File: config.mk
export PLATFORM = sky130hd
export DESIGN_NAME = n_run_gap_contig_splitter
export DESIGN_NICKNAME = d
export VERILOG_FILES = /design/src/sv/nrgcs_pkg.sv /design/src/sv/nrgcs_rec_fifo.sv /design/src/sv/n_run_gap_contig_splitter.sv
export VERILOG_INCLUDE_DIRS = /design/src /design/src/sv
export SDC_FILE = /design/constraint.sdc
export NUM_CORES = 2
export LEC_CHECK = 0
export ABC_AREA = 1
export ABC_CLOCK_PERIOD_IN_PS = 14400
export BUFFER_PORTS_ARGS = -buffer_cell sky130_fd_sc_hd__buf_2
export CAP_MARGIN = 20
export CORE_MARGIN = 8
export CORE_UTILIZATION = 47
export DETAILED_ROUTE_END_ITERATION = 12
export PLACE_DENSITY = 0.63
export SLEW_MARGIN = 5
export SYNTH_ARGS = -nofsm -noshare
export SYNTH_HDL_FRONTEND = slang
export SYNTH_SLANG_ARGS = --single-unit
File: constraint.sdc
create_clock -name aclk -period 14.4 [get_ports aclk]
set_input_delay 1.44 -clock aclk [delete_from_list [all_inputs] [get_ports aclk]]
set_output_delay 1.44 -clock aclk [all_outputs]
set_load 0.03 [all_outputs]
File: src/sv/n_run_gap_contig_splitter_defines.svh
// Assertion macros for the N-run gap/contig splitter.
// Depends on aclk and aresetn being in scope where a macro is used.
`ifndef N_RUN_GAP_CONTIG_SPLITTER_DEFINES_SVH
`define N_RUN_GAP_CONTIG_SPLITTER_DEFINES_SVH
`ifndef SYNTH
`define NRGCS_ASSERT_SAME(label, pre, post) \
    label: assert property (@(posedge aclk) disable iff (!aresetn) (pre) |-> (post)) \
        else $error("nrgcs assertion failed");
`define NRGCS_ASSERT_NEXT(label, pre, post) \
    label: assert property (@(posedge aclk) disable iff (!aresetn) (pre) |=> (post)) \
        else $error("nrgcs assertion failed");
`else
`define NRGCS_ASSERT_SAME(label, pre, post)
`define NRGCS_ASSERT_NEXT(label, pre, post)
`endif
`endif

File: src/sv/nrgcs_pkg.sv
// Shared types, constants and helper functions of the N-run gap/contig splitter.
// No dependencies.
package nrgcs_pkg;

    localparam int POSITION_BITS = 32;
    localparam int FIELD_W       = 32;
    localparam int MIN_LEN_W     = 16;
    localparam int FIFO_DEPTH    = 4;
    localparam int FIFO_AW       = $clog2(FIFO_DEPTH);
    localparam int FIFO_CW       = $clog2(FIFO_DEPTH + 1);

    localparam logic [POSITION_BITS-1:0] POS_MAX = '1;

    localparam logic [7:0] CHAR_N       = 8'h4E;
    localparam logic [7:0] CHAR_N_LOWER = 8'h6E;

    typedef enum logic {
        KIND_GAP    = 1'b0,
        KIND_CONTIG = 1'b1
    } record_kind_t;

    typedef struct packed {
        record_kind_t         kind;
        logic [FIELD_W-1:0]   start;
        logic [FIELD_W-1:0]   length;
        logic                 last;
    } record_t;

    typedef struct packed {
        logic    push0;
        logic    push1;
        record_t rec0;
        record_t rec1;
    } rec_push_t;

    function automatic logic [POSITION_BITS-1:0] sat_pos(input logic [POSITION_BITS+1:0] v);
        logic [POSITION_BITS-1:0] r;
        if (v > {2'b00, POS_MAX}) begin
            r = POS_MAX;
        end else begin
            r = v[POSITION_BITS-1:0];
        end
        return r;
    endfunction

    function automatic logic [FIELD_W-1:0] to_field(input logic [POSITION_BITS+1:0] v);
        logic [POSITION_BITS+FIELD_W-1:0] w;
        w = (POSITION_BITS+FIELD_W)'(sat_pos(v));
        return w[FIELD_W-1:0];
    endfunction

endpackage

File: src/sv/nrgcs_rec_fifo.sv
// Record queue of the splitter: takes up to two records per cycle, hands out one per transfer.
// Depends on nrgcs_pkg.
module nrgcs_rec_fifo
    import nrgcs_pkg::*;
(
    input  logic      aclk,
    input  logic      aresetn,
    input  rec_push_t push,
    output logic      room,
    output logic      m_valid,
    input  logic      m_ready,
    output record_t   head
);

    record_t              mem_reg [FIFO_DEPTH];
    logic [FIFO_AW-1:0]   wr_ptr_reg, wr_ptr_next;
    logic [FIFO_AW-1:0]   rd_ptr_reg, rd_ptr_next;
    logic [FIFO_CW-1:0]   count_reg, count_next;
    logic                 pop;

    assign pop     = m_valid && m_ready;
    assign m_valid = (count_reg != '0);
    assign room    = (count_reg <= FIFO_CW'(FIFO_DEPTH - 2));
    assign head    = mem_reg[rd_ptr_reg];

    always_comb begin
        wr_ptr_next = wr_ptr_reg + FIFO_AW'(push.push0) + FIFO_AW'(push.push1);
        rd_ptr_next = rd_ptr_reg + FIFO_AW'(pop);
        count_next  = count_reg + FIFO_CW'(push.push0) + FIFO_CW'(push.push1)
                      - FIFO_CW'(pop);
    end

    always_ff @(posedge aclk) begin
        if (push.push0) begin
            mem_reg[wr_ptr_reg] <= push.rec0;
        end
        if (push.push1) begin
            mem_reg[FIFO_AW'(wr_ptr_reg + 1'b1)] <= push.rec1;
        end
    end

    always_ff @(posedge aclk) begin
        if (!aresetn) begin
            wr_ptr_reg <= '0;
            rd_ptr_reg <= '0;
            count_reg  <= '0;
        end else begin
            wr_ptr_reg <= wr_ptr_next;
            rd_ptr_reg <= rd_ptr_next;
            count_reg  <= count_next;
        end
    end

endmodule

File: src/sv/n_run_gap_contig_splitter.sv
// N-run gap/contig splitter, top level. Takes one base per cycle while the record queue
// has room and writes gap and contig records (start, length) in position order. Depends
// on nrgcs_pkg, nrgcs_rec_fifo and n_run_gap_contig_splitter_defines.svh.
// A base is registered on transfer and resolved from that register against the run
// state; its records (at most two) go into a four-entry record queue. A new base is
// taken every cycle while the queue holds two or fewer records, so the sustained rate
// is one base per cycle, bounded by the record port draining one record per cycle.
// The user must write min_contig_length through the cfg port only while the block
// is idle; the block does not enforce it. Positions saturate at 2^32-1.
`include "n_run_gap_contig_splitter_defines.svh"
module n_run_gap_contig_splitter
    import nrgcs_pkg::*;
(
    input  logic                 aclk,
    input  logic                 aresetn,
    input  logic                 cfg_valid,
    output logic                 cfg_ready,
    input  logic [MIN_LEN_W-1:0] cfg_data,
    input  logic                 s_valid,
    output logic                 s_ready,
    input  logic [7:0]           s_base,
    input  logic                 s_end_of_scaffold,
    output logic                 m_valid,
    input  logic                 m_ready,
    output logic                 m_record_kind,
    output logic [FIELD_W-1:0]   m_start_position,
    output logic [FIELD_W-1:0]   m_region_length,
    output logic                 m_last_of_scaffold
);

    localparam int PB = POSITION_BITS;

    logic [MIN_LEN_W-1:0] min_len_reg;

    logic       in_valid_reg, in_valid_next;
    logic [7:0] in_base_reg;
    logic       in_eos_reg;

    logic [PB-1:0] position_reg, position_next;
    logic          run_is_gap_reg, run_is_gap_next;
    logic [PB-1:0] run_start_reg, run_start_next;
    logic          pend_valid_reg, pend_valid_next;
    logic [PB-1:0] pend_start_reg, pend_start_next;
    logic [PB-1:0] pend_len_reg, pend_len_next;
    logic          seen_long_reg, seen_long_next;

    logic          fire, room;
    logic          is_n;
    logic [PB:0]   end_pos;
    logic [PB:0]   close_len;
    logic [PB:0]   min_ext;
    logic [1:0]    n_rec;
    logic          rg, pv, seen;
    logic [PB-1:0] rs, ps, pl;
    record_t       recs [2];
    rec_push_t     push;
    record_t       head;

    assign cfg_ready = 1'b1;
    assign fire      = in_valid_reg && room;
    assign s_ready   = !in_valid_reg || fire;

    always_ff @(posedge aclk) begin
        if (!aresetn) begin
            min_len_reg <= '0;
        end else if (cfg_valid && cfg_ready) begin
            min_len_reg <= cfg_data;
        end
    end

    always_comb begin
        in_valid_next = in_valid_reg;
        if (s_valid && s_ready) begin
            in_valid_next = 1'b1;
        end else if (fire) begin
            in_valid_next = 1'b0;
        end
    end

    always_ff @(posedge aclk) begin
        if (s_valid && s_ready) begin
            in_base_reg <= s_base;
            in_eos_reg  <= s_end_of_scaffold;
        end
    end

    // resolve one base against the run state
    always_comb begin
        is_n      = (in_base_reg == CHAR_N) || (in_base_reg == CHAR_N_LOWER);
        end_pos   = {1'b0, position_reg} + (PB+1)'(1);
        min_ext   = (PB+1)'(min_len_reg);
        rg        = run_is_gap_reg;
        rs        = run_start_reg;
        pv        = pend_valid_reg;
        ps        = pend_start_reg;
        pl        = pend_len_reg;
        seen      = seen_long_reg;
        n_rec     = '0;
        close_len = '0;
        recs[0]   = '0;
        recs[1]   = '0;

        if (position_reg == '0) begin
            rg = is_n;
            rs = '0;
        end else if (is_n != rg) begin
            close_len = {1'b0, position_reg - rs};
            if (rg || (close_len < min_ext)) begin
                if (pv) begin
                    pl = sat_pos((PB+2)'(pl) + (PB+2)'(close_len));
                end else begin
                    pv = 1'b1;
                    ps = rs;
                    pl = sat_pos((PB+2)'(close_len));
                end
            end else if (n_rec < 2'd2) begin
                recs[n_rec[0]] = '{KIND_CONTIG, to_field((PB+2)'(rs)),
                                   to_field((PB+2)'(close_len)), 1'b0};
                n_rec = n_rec + 2'd1;
            end
            rg = is_n;
            rs = position_reg;
        end

        if (!rg && ((end_pos - (PB+1)'(rs)) >= min_ext)) begin
            seen = 1'b1;
            if (pv) begin
                if (n_rec < 2'd2) begin
                    recs[n_rec[0]] = '{KIND_GAP, to_field((PB+2)'(ps)),
                                       to_field((PB+2)'(pl)), 1'b0};
                    n_rec = n_rec + 2'd1;
                end
                pv = 1'b0;
            end
        end

        if (in_eos_reg) begin
            close_len = end_pos - (PB+1)'(rs);
            if (rg || (close_len < min_ext)) begin
                if (pv) begin
                    pl = sat_pos((PB+2)'(pl) + (PB+2)'(close_len));
                end else begin
                    pv = 1'b1;
                    ps = rs;
                    pl = sat_pos((PB+2)'(close_len));
                end
            end else if (n_rec < 2'd2) begin
                recs[n_rec[0]] = '{KIND_CONTIG, to_field((PB+2)'(rs)),
                                   to_field((PB+2)'(close_len)), 1'b0};
                n_rec = n_rec + 2'd1;
            end
            if (pv && (n_rec < 2'd2)) begin
                priority if (seen) begin
                    recs[n_rec[0]] = '{KIND_GAP, to_field((PB+2)'(ps)),
                                       to_field((PB+2)'(pl)), 1'b0};
                end else if (rg && (rs == '0)) begin
                    recs[n_rec[0]] = '{KIND_GAP, '0, to_field((PB+2)'(end_pos)), 1'b0};
                end else begin
                    recs[n_rec[0]] = '{KIND_CONTIG, '0, to_field((PB+2)'(end_pos)), 1'b0};
                end
                n_rec = n_rec + 2'd1;
            end
            if (n_rec == 2'd1) begin
                recs[0].last = 1'b1;
            end else if (n_rec == 2'd2) begin
                recs[1].last = 1'b1;
            end
        end
    end

    always_comb begin
        position_next   = position_reg;
        run_is_gap_next = run_is_gap_reg;
        run_start_next  = run_start_reg;
        pend_valid_next = pend_valid_reg;
        pend_start_next = pend_start_reg;
        pend_len_next   = pend_len_reg;
        seen_long_next  = seen_long_reg;
        if (fire) begin
            if (in_eos_reg) begin
                position_next   = '0;
                run_is_gap_next = 1'b0;
                run_start_next  = '0;
                pend_valid_next = 1'b0;
                pend_start_next = '0;
                pend_len_next   = '0;
                seen_long_next  = 1'b0;
            end else begin
                position_next   = sat_pos((PB+2)'(end_pos));
                run_is_gap_next = rg;
                run_start_next  = rs;
                pend_valid_next = pv;
                pend_start_next = ps;
                pend_len_next   = pl;
                seen_long_next  = seen;
            end
        end
    end

    always_comb begin
        push.push0 = fire && (n_rec != 2'd0);
        push.push1 = fire && (n_rec == 2'd2);
        push.rec0  = recs[0];
        push.rec1  = recs[1];
    end

    always_ff @(posedge aclk) begin
        if (!aresetn) begin
            in_valid_reg   <= 1'b0;
            position_reg   <= '0;
            run_is_gap_reg <= 1'b0;
            run_start_reg  <= '0;
            pend_valid_reg <= 1'b0;
            pend_start_reg <= '0;
            pend_len_reg   <= '0;
            seen_long_reg  <= 1'b0;
        end else begin
            in_valid_reg   <= in_valid_next;
            position_reg   <= position_next;
            run_is_gap_reg <= run_is_gap_next;
            run_start_reg  <= run_start_next;
            pend_valid_reg <= pend_valid_next;
            pend_start_reg <= pend_start_next;
            pend_len_reg   <= pend_len_next;
            seen_long_reg  <= seen_long_next;
        end
    end

    nrgcs_rec_fifo u_rec_fifo (
        .aclk    (aclk),
        .aresetn (aresetn),
        .push    (push),
        .room    (room),
        .m_valid (m_valid),
        .m_ready (m_ready),
        .head    (head)
    );

    assign m_record_kind      = head.kind;
    assign m_start_position   = head.start;
    assign m_region_length    = head.length;
    assign m_last_of_scaffold = head.last;

    `NRGCS_ASSERT_SAME(a_eos_yields_record, fire && in_eos_reg, push.push0)
    `NRGCS_ASSERT_SAME(a_last_only_on_eos, push.push0 && (recs[0].last || recs[1].last), in_eos_reg)
    `NRGCS_ASSERT_NEXT(a_eos_restarts, fire && in_eos_reg, position_reg == '0 && !pend_valid_reg)

endmodule
### Word-level counts from Yosys, hierarchy flattened

Memories as Yosys holds them, arrays and structs flattened. A register that Yosys moved wholly into a read port is not among the register bits.
Index checks and enable logic that the tools add are counted.

* flip-flop bits (word level): 164
* bits in latches: 0
* memory bits (writable): 264
* memory bits (read-only): 0
* memories kept: 1

Memories
* u_rec_fifo.mem_reg: depth 4, bits a word 66, read ports 1, clocked after memory_dff 1, wr ports 2, RTL line nrgcs_rec_fifo.sv:15 `record_t mem_reg [FIFO_DEPTH];`

* add/sub/neg operators: 15
* multiply operators: 0
* div/mod/pow operators: 0
* order comparisons: 17
* equal/unequal tests: 6
* shift-type cells: 0
* muxes and demuxes: 106
* bitwise operators: 3
* reductions and logical operators: 22

Operators by type and width (number)
* $mux 32: 48
* $mux 132: 10
* $bwmux 132: 5
* $mux 66: 6
* $demux 66 s1: 3
* $gt 33x32->1 const B: 3
* $logic_not 32->1: 2
* $add 32x33->34: 1
* $gt 34x32->1 const B: 1
* $add 32x1->33 const B: 1
* $add 32x32->33: 1
* $ge 33x16->1: 1
* $lt 33x16->1: 1
* $sub 33x32->33: 1
* $lt 32x16->1: 1
* $sub 32x32->32: 1
* $mux 1: 24
* $mux 2: 10
* $eq 8x7->1 const B: 2
* $logic_and 1x1->1: 11
* $add 2x1->2 const B: 4
* $add 2x1->2: 3
* $add 3x1->3: 2
* $ge 2x2->1 const B: 3
* other kinds (12): 24

### Depth between registers and ports, before layout

* depth after elaboration: 26
* gate-level depth with buffers: 57
* depth with buffers taken out: 56

### By module

From an unflattened synthesis, not the netlist that was laid out.

* cell total of the unflattened synthesis: 6995
* area, all modules: 41302.1 sq um

By module, submodules not included
* n_run_gap_contig_splitter: instances 1, cells each 5013, area an instance 25923.6 sq um
* nrgcs_rec_fifo: instances 1, cells each 1982, area an instance 15378.5 sq um

### Least setup slack after synthesis

OpenSTA, ideal clock, no wires.

* path kind: reg-to-reg
* start point: reg in_base_reg[4]
* end point: mem u_rec_fifo.mem_reg[0][0] in the netlist's numbering, enable pin
* arrival: 10453 ps
* data required time: 13819 ps
* slack: 3366 ps
* stages on the path, launching flop included: 44
* buffers on the path: 3
* clock period less this slack: 11034 ps
* cell sequence: edfxtp_1 > nor2_1 > nand3_1 > nor4_1 > ha_1 > buf_1 > clkbuf_1 > a21oi_1 > nand2_1 > inv_1 > ha_1 > fa_1 > inv_1 > nand3_1 > nand2_2 > nand2_1 > nand2_1 > nand2_1 > (+8 left out) > nand2_1 > nand2_1 > nand3_1 > nor2_2 > nand4_2 > nand2_4 > nand2_4 > nand2_1 > nand2_1 > buf_6 > ha_1 > or2_2 > nand3_2 > nand3_1 > nand2_4 > nand2_1 > nand2_1 > o21ai_0

RTL lines
* from (decl): RTL line n_run_gap_contig_splitter.sv:36 `logic [7:0] in_base_reg;`
* from (signal assigned): RTL line n_run_gap_contig_splitter.sv:82 `in_base_reg <= s_base;`
* to (decl): RTL line nrgcs_rec_fifo.sv:15

==> results.json <==
{
  "outcome": "finished, final reports clean",
  "port_buffers": 96,
  "cp_slowest_cell": "a21oi_4",
  "vias": 42200,
  "synth-async-reset-ratio_pct": 0,
  "fp.dieW_um": 303,
  "synth.avg_cell_area_um2": 6.13,
  "core_mm2": 0.0817,
  "ys_ff_latch": 427,
  "synthAdderAreaFrac_pct": 5.99,
  "initial_core_util_pct": 47.3,
  "synth_compound_area_share_pct": 13.0,
  "root_buffer": "clkbuf_16",
  "antenna_cells": 0,
  "wirelength_um": 161000,
  "routed_via_density": 5.76,
  "ff2ff_setup_slack_ns": 2.60,
  "largest_reg_flops": 264,
  "grt_max_degree": 114,
  "rr_startpoint": "in_base_reg[4]$_DFFE_PP_",
  "dieArea_mm2": 0.0917,
  "reg2reg_depth": 41,
  "track_usage_pct": 33.6,
  "critPathLaunch": "in_base_reg[4]$_DFFE_PP_",
  "crit_type": "flop to flop",
  "avgRoutedWirePerCell_um": 21.9,
  "globalRouteOverflowTotal": 0,
  "yosys.area.top_type": "nand2_1",
  "post_cts_buffers": 0,
  "worst_hold_slack_ns": 0.464,
  "postCtsHoldBufs": 0,
  "clock_latency_ns": 0.64,
  "fmax_ghz": 0.0847,
  "drt-pass1-iter-count": 6,
  "synthMuxAreaShare_pct": 0,
  "synth-xor-area-share_pct": 2.40,
  "seq_area_frac_synth_pct": 29.1,
  "synth_enable_flop_cells": 272,
  "power_mw": 6.93,
  "cpMostUsedCell": "nand2_1",
  "finClkSkew_ns": 0.0276,
  "syn2layout_area_growth_pct": 6.61,
  "worst_setup_path_end_kind": "flop",
  "htreeDepth": 2,
  "yosysWarnings": 0,
  "row_count": 105,
  "period_minus_slack_ns": 11.80,
  "synth.area.top_cells": "nand2_1 (25%), edfxtp_1 (21%), dfxtp_1 (8.0%), inv_1 (6.3%), ha_1 (5.6%)",
  "ant_nets": 0,
  "slowest_delay_ns": 0.85,
  "antenna_found_initial": 0,
  "arrival_ns": 12.17,
  "hold_viol_final": 0,
  "die_h_um": 303,
  "worstMarginPinSlew_ns": 1.16,
  "first_iter_violations": 5363,
  "gp_congestion": 1.04,
  "rsz0062_at_grt": "no",
  "hold_class": "flop to flop",
  "slew_headroom_pct": 22.7,
  "hold_depth": 2,
  "crit_end": "u_rec_fifo.mem_reg[0][61]$_DFFE_PP_",
  "nets": 6421,
  "place_hpwl_um": 115000,
  "grt_first_pass_wirelength_um": 236000,
  "r2r-end": "u_rec_fifo.mem_reg[0][61]$_DFFE_PP_",
  "ir_drop_mv": 0.160,
  "grt_pass1_vias": 37100,
  "slew_viol_final": 0,
  "cts_made_buffers": 50,
  "synthSimpleGateAreaFrac_pct": 38.8,
  "period_share_pct": 82.0,
  "synth_nets": 6522,
  "clock-sinks": 427,
  "drcViolationCount": 0,
  "drv_cap": 0,
  "cp.required_ns": 14.77,
  "netlist_area_mm2": 0.0387,
  "synth_top_family_by_area": "simple AND/OR/NAND/NOR gates",
  "cts_resized": 0,
  "leakage_nw": 20.4,
  "setup_viol": 0,
  "num_io_pins": 99,
  "setup-tns-final_ns": 0,
  "worst_setup_path_start_kind": "flop",
  "cts_tree": "done",
  "clock_path_buffers": 3,
  "syn-instance-count": 6311,
  "drive_gt1_share_pct": 5.41,
  "powerDensity_mw_per_mm2": 168,
  "synthFlopType": "edfxtp_1",
  "yosysUniqueCellTypes": 59,
  "clk_pin_slew_ns": 0.06,
  "yosysTopAreaCellShare_pct": 25.2,
  "path_max_fanout": 68
}
==> final cells by class <==
type	count	area [um^2]
Clock buffer	57	1280
Inverter	685	2580
Sequential cell	427	11300
Multi-Input combinational cell	4895	23300
Timing Repair Buffer	151	906
Fill cell	8577	40500
Clock inverter	37	493
Tap cell	1070	1340
==> worst min-delay path by stage <==
stage	start	end	slack, ns
2_1_floorplan	pend_start_reg[13]$_SDFFE_PN0P_	pend_start_reg[13]$_SDFFE_PN0P_	0.44
3_3_place_gp	pend_start_reg[23]$_SDFFE_PN0P_	pend_start_reg[23]$_SDFFE_PN0P_	0.45
3_5_place_dp	run_start_reg[29]$_SDFFE_PN0P_	run_start_reg[29]$_SDFFE_PN0P_	0.46
4_1_cts	run_start_reg[29]$_SDFFE_PN0P_	run_start_reg[29]$_SDFFE_PN0P_	0.46
5_1_grt	run_start_reg[11]$_SDFFE_PN0P_	run_start_reg[11]$_SDFFE_PN0P_	0.48
6_report	pend_start_reg[10]$_SDFFE_PN0P_	pend_start_reg[10]$_SDFFE_PN0P_	0.46
==> synthesized netlist by cell type (50+ instances only) <==
cell,n
nand2_1,2596
inv_1,652
nor2_1,462
nand3_1,412
a21oi_1,402
o21ai_0,290
edfxtp_1,272
ha_1,174
clkbuf_1,169
dfxtp_1,155
o22ai_1,113
xor2_1,78
buf_2,67
nand4_1,67
nor3_1,50
==> cells in the final DEF, fill, tap and decap left out, drive strengths merged, types with 16 or more instances in the layout <==
cell,netlist,final
clkbuf,169,57
nand4,68,68
a21oi,407,407
buf,135,151
o21ai,324,324
a21boi,17,17
o21bai,16,16
nand3,425,425
xnor2,28,28
nand2,2617,2617
nor3,53,53
nor2,470,470
xor2,78,78
edfxtp,272,272
dfxtp,155,155
ha,174,174
clkinv,2,29
o22ai,113,113
inv,683,681
==> critical path, delay by kind of cell, from the launching register on <==
family	cells	cell delay (ns)
AND/OR/NAND/NOR	26	3.75
buffers and inverters	8	3.34
AO/OA/AOI/OAI	3	1.77
adder cells (fa/ha/maj)	3	1.35
XOR/XNOR	1	0.80
flip-flops	1	0.36
==> stage by stage <==
step | setup slack, ns | cell area [um^2] | utilization (%) | cells
2_1_floorplan | 3.37 | 38700 | - | 6311
3_3_place_gp | 3.15 | 39500 | 48.3 | 7228
3_5_place_dp | 2.98 | 39500 | 48.3 | 7228
4_1_cts | 2.95 | 41200 | 50.4 | 7322
5_1_grt | 2.28 | 41200 | 50.4 | 7322
6_report | 2.60 | 41200 | 50.4 | 7322
==> cells by family (layout without fill, tap and decap cells) <==
| family | count (synthesis) | in the layout |
|---|---|---|
| and+or+nand+nor | 3681 | 3681 |
| adders and majority gates | 181 | 181 |
| DFF | 427 | 427 |
| AOI/OAI and AO/OA | 926 | 926 |
| xor gates and xnor gates | 106 | 106 |
| other | 1 | 1 |
| buffers and inverters | 989 | 930 |
==> routing by layer <==
metal / routed length, um / vias to the layer above / GRT usage (%)
li1: - / 20100 / -
met1: 66900 / 19200 / 47.2
met2: 67000 / 2513 / 49.7
met3: 19400 / 332 / 7.30
met4: 7260 / 0 / 13.7
met5: 0 / - / 0
==> power by group <==
part           total [mW]  switching [mW]  internal [mW]
logic                3.92            2.97          0.947
registers            1.64          0.0575           1.58
clock network        1.38           0.574          0.808
Power figures use the tool's default switching activity.
